File: src/dse_pkg.sv
`timescale 1ns / 1ps
`default_nettype none
package dse_pkg;

	localparam int DICT_ENTRIES  = 8192;
	localparam int DICT_AW       = $clog2(DICT_ENTRIES);
	localparam int MAX_EXPANSION = 260;
	localparam int BUF_DEPTH     = 264;
	localparam int BUF_AW        = $clog2(BUF_DEPTH);
	localparam int TOT_W         = 9;
	localparam int SYM_W         = 13;
	localparam int IDX_W         = 13;
	localparam int CODE_W        = 3;
	localparam int MAX_CODE      = 5;
	localparam int RESET_CODE    = 1;

	typedef enum logic [2:0] {
		ST_IDLE,
		ST_WALK,
		ST_PUTP,
		ST_PUTC,
		ST_EMIT,
		ST_FLUSH,
		ST_PUSH,
		ST_ERR
	} state_t;

	typedef struct packed {
		logic [63:0] bytes;
		logic [3:0]  count;
		logic        last;
		logic        error;
	} out_word_t;

	// Byte i of a dictionary entry, byte zero in the top bits.
	function automatic logic [7:0] entry_byte(logic [63:0] e, logic [2:0] i);
		return e[8 * (7 - int'(i)) +: 8];
	endfunction

endpackage
`default_nettype wire

File: src/dse_ostage.sv
`timescale 1ns / 1ps
`default_nettype none
module dse_ostage (
	input  wire logic               clk,
	input  wire logic               arst_n,
	input  wire logic               in_valid,
	output logic                    in_ready,
	input  wire dse_pkg::out_word_t in_word,
	output logic                    out_valid,
	input  wire logic               out_ready,
	output dse_pkg::out_word_t      out_word
);
	import dse_pkg::*;

	logic      valid_q;
	out_word_t word_q;

	// Take a new word when the slot is empty or being drained.
	assign in_ready  = !valid_q || out_ready;
	assign out_valid = valid_q;
	assign out_word  = word_q;

	always_ff @(posedge clk or negedge arst_n) begin
		if (!arst_n) begin
			valid_q <= 1'b0;
		end else if (in_ready) begin
			valid_q <= in_valid;
		end
	end

	always_ff @(posedge clk) begin
		if (in_valid && in_ready) begin
			word_q <= in_word;
		end
	end

endmodule
`default_nettype wire

File: config.mk
export PLATFORM = sky130hd
export DESIGN_NAME = dse_ostage
export DESIGN_NICKNAME = d
export VERILOG_FILES = /design/src/dse_pkg.sv /design/src/dse_ostage.sv
export SDC_FILE = /design/constraint.sdc
export NUM_CORES = 1
export LEC_CHECK = 0
export BUFFER_PORTS_ARGS = -buffer_cell sky130_fd_sc_hd__buf_2
export CAP_MARGIN = 20
export CORE_ASPECT_RATIO = 0.6
export CORE_MARGIN = 1.5
export CORE_UTILIZATION = 44
export DETAILED_ROUTE_END_ITERATION = 8
export GPL_TIMING_DRIVEN = 0
export PLACE_DENSITY = 0.9
export SLEW_MARGIN = 15
export SYNTH_ARGS = -nofsm -noshare
export SYNTH_HDL_FRONTEND = slang
export SYNTH_SLANG_ARGS = --single-unit
File: constraint.sdc
create_clock -name clk -period 3.3 [get_ports clk]
set_input_delay 0.165 -clock clk [delete_from_list [all_inputs] [get_ports clk]]
set_output_delay 0.165 -clock clk [all_outputs]
set_load 0.02 [all_outputs]
=== Word level (Yosys, flattened, before mapping) ===
Index checks and enable logic that the tools add are counted.

* Bits in registers: 71
* Logic and storage cells: 8

* Reductions and logical operators: 3

{| class="wikitable"
|+ Operator list
! operator !! number
|-
| $logic_and 1x1->1 || 1
|-
| $logic_not 1->1 || 1
|-
| $logic_or 1x1->1 || 1
|}

=== Logic depth before layout (Yosys ltp) ===
* Depth after elaboration: 3
* Mapped depth: 2
* Mapped depth without buffers: 2

=== Worst setup path before layout ===
No wires, ideal clock.

* Path type: reg2reg
* Start point: register valid_q, in the netlist out_valid
* End point: register word_q (netlist bit out_word[0]), enable pin
* Library setup time: 379 ps
* Arrival: 1206 ps
* Required time: 2921 ps
* Setup slack: 1715 ps
* Stages on the path, launching flop included: 3
* Buffers on the path: 0
* Cell sequence: dfrtp_1 > nand2b_4 > and2_4

* Word-level cells in the longest chain between the ends: 3

{| class="wikitable"
|+ RTL lines
! element !! RTL line !! source
|-
| start, declared || dse_ostage.sv:15 || <nowiki>logic valid_q;</nowiki>
|-
| start signal, assigned || dse_ostage.sv:27 || <nowiki>valid_q <= in_valid;</nowiki>
|-
| $logic_not 1->1 || dse_ostage.sv:19 || <nowiki>assign in_ready = !valid_q || out_ready;</nowiki>
|-
| $logic_or 1x1->1 || dse_ostage.sv:19 ||
|-
| via in_ready || dse_ostage.sv:7 || <nowiki>output logic in_ready,</nowiki>
|-
| $logic_and 1x1->1 || dse_ostage.sv:32 || <nowiki>if (in_valid && in_ready) begin</nowiki>
|-
| end signal, assigned || dse_ostage.sv:33 || <nowiki>word_q <= in_word;</nowiki>
|-
| end, declared || dse_ostage.sv:16 || <nowiki>out_word_t word_q;</nowiki>
|}

The timed path passes the listed nets, and every way through them passes these cells.
A chain may end at the register's enable or synchronous reset.

=== Worst setup path in the final report ===
* Start point: register valid_q, in the netlist out_valid
* End point: register word_q (netlist bit out_word[53]), enable pin

* Word-level cells in the longest chain between the ends: 3

{| class="wikitable"
|+ RTL lines
! element !! RTL line
|-
| $logic_not 1->1 || dse_ostage.sv:19
|-
| $logic_or 1x1->1 || dse_ostage.sv:19
|-
| $logic_and 1x1->1 || dse_ostage.sv:32
|}

No other way between the ends.

==> results.md <==
- # H-tree levels: 3
- Final clock skew: 0.00855 ns
- #FFs+latches synth: slightly above 70
- Met3 Routed Length: 613 um
- Initial antenna violation count: 0
- Routed Antenna Nets: 0
- Ports: about 150
- Gr ovfl total: 0
- Critical Path, Cell by Cell: nand2b_4 -> and2_4
- Worst slack at placement: 1.69 ns
- Die width: 93.4 um
- Worst-path clk slew: 0.07 ns
- Design area: 3840 um^2
- Slew Limit Fails: 0
- Skew-Pair Late Insertion Delay: 0.33 ns
- Drt pass-1 iters: 4
- DRC viols: 0
- Die area: 5340 um^2
- # rows: 19
- Routed WL: 6.04 mm
- Most frequent cells in the layout: 145 x buf_2, 70 x edfxtp_1, 69 x dlygate4sd3_1, 9 x clkbuf_8
- Outcome: finished, final reports clean
- Placed cell areas: 2960 um^2
- DR vias: 1,621
- Min Tclk post-route: 1.64 ns
- Commonest non-fill, non-tap cell in the layout: buf_2
- TritonCTS sink count: 71
- Syn_nets: roughly 150
- Crit-path max cell delay: ~0.71 ns
- Period Utilization, post-route: 49.7%
- Antenna diodes: 0
- Max_slew headroom: 42.2%
- Fill cells: 243
- IO buf count: 145
- Layout area overhead: 78.1%
- Number of buffers created by CTS: 9
- Final WS setup: ~1.7 ns
- Fmax: 0.610 GHz
- Max Root-Sink Buffers: 2
- Mapped Avg Cell Area: 29.1 um^2
- Gr usage total: 24.0%
- Final TNS setup: 0 ns
- Layout cell share with drive strength beyond 1: 52.6%
- Syn. warnings: 0
- RSZ-0062 raised after global routing: no
- WP buf/inv: 0
- Worst min path class: in2reg
- Top delay family on crit path: simple AND/OR/NAND/NOR gates
- Kind of critical path: reg2reg
- Max layer used: met4
- Max Cap Viol: 0
- Seq/Total Area, Yosys: 98.7%
- Power Dens Cells: 510 nW/um^2
- Postcts setup bufs: 0
- Arrival @ worst endpoint: 1.60 ns
- CTS root buf: clkbuf_8
- Routability cong.: 0.690
- Largest net degree at the start of global routing: approximately 70
- Worst EP required: 3.26 ns
- Synth unique cells: 5
- CTS tree: yes
- M1 wire length: 2.19 mm
- Hold Vio Cnt, Final: 0
- Initial detailed-routing violation count: 75
- Initial core utilization: 46.5%
- Number of global-route vias before repair: approximately 1,800
- Die H: about 57 um
- CORE AREA: 4640 um^2
- Peak VDD IR: 390 uV
- Post-Syn Area: 2160 um^2
- Vias per cell: between 4 and 5
- NumNets Final: 373
- Slew @ Worst Pin: 0.867 ns
- Finish-stage setup viols: 0
- Crit-path max FO: 70
- Slowest CP cell: and2_4
- CTS-repair resized insts: 0
- Routed WL per cell: 16.5 um
- First-pass GRT wire length: around 8.8 mm
- CP Launch Type: flop
- Gate Count Post-Synth: 74
- Crit end category: flop
- Pleak: 1.64 nW
- Met2 wire len: 3.12 mm
## final timing paths
path | endpoint | start | cells past startpoint | slack [ns]
hold / removal | out_word[20]$_DFFE_PP_ | in_word[20] | 1 | 0.02
max in group asynchronous | out_valid$_DFFE_PN0P_ | arst_n | 2 | 3.07
min in group asynchronous | out_valid$_DFFE_PN0P_ | arst_n | 2 | 0.14
setup / recovery | out_word[53]$_DFFE_PP_ | out_valid$_DFFE_PN0P_ | 2 | 1.66
hold reg to reg | out_valid$_DFFE_PN0P_ | out_valid$_DFFE_PN0P_ | 2 | 0.60
setup reg to reg | out_word[53]$_DFFE_PP_ | out_valid$_DFFE_PN0P_ | 2 | 1.66
## per-stage QoR
stage,total power [mW],hold slack (ns),utilization (%),cells
6_report,1.96,0.0181,82.8,367
5_1_grt,2.02,0.00844,82.8,367
3_3_place_gp,1.25,-0.0597,63.9,282
4_1_cts,1.96,0.000300,82.6,366
2_1_floorplan,1.17,-0.131,-,74
3_5_place_dp,1.26,-0.0565,63.9,282
## power by group
part	switching [mW]	total (mW)	internal, mW
logic	0.128	0.244	0.116
clock network	0.304	0.649	0.345
registers	0.0139	1.07	1.05
total	0.446	1.96	1.51
## cells in the mapped netlist
library cell	instances	area share (%)
and2_4	1	0.41
dfrtp_1	1	1.2
edfxtp_1	70	98
nand2b_1	1	0.29
nand2b_4	1	0.64
## layer usage
metal  vias up  track usage, %
met5         -               0
met4         0            10.2
met3        12            9.87
met2       110            43.6
met1       750            24.7
li1        749               -
## cell type report
cell class | count | area [um^2] | share of cell area [%]
multi-input combinational | 3 | 28.8 | 0.749
timing repair buffer | 214 | 1420 | 36.9
tap | 63 | 78.8 | 2.05
clock buffer | 10 | 128 | 3.32
clock inverter | 6 | 61.3 | 1.60
sequential | 71 | 2130 | 55.4
## sequential cells by signal, indices dropped and copies added (netlist names)
name       count
out_word      70
out_valid      1
## kinds of logic (layout without fill, tap and decap cells)
kind of cell | Yosys count | in the layout | share of synthesized area, %
flops | 71 | 71 | 98.7
simple gates | 3 | 3 | 1.33
buf+inv | 0 | 230 | 0
## worst register-to-register path: stages (launching register included)
cell	delay, ns
dfrtp_1	0.43
nand2b_4	0.09
and2_4	0.71
## repair_timing
action / 4_1_cts / 5_1_grt
setup endpoints to repair: 0 / 0
endpoints found under the hold margin: 68 / 1
hold buffers: 68 / 1
No activity file was read; power rests on OpenSTA's default activity.
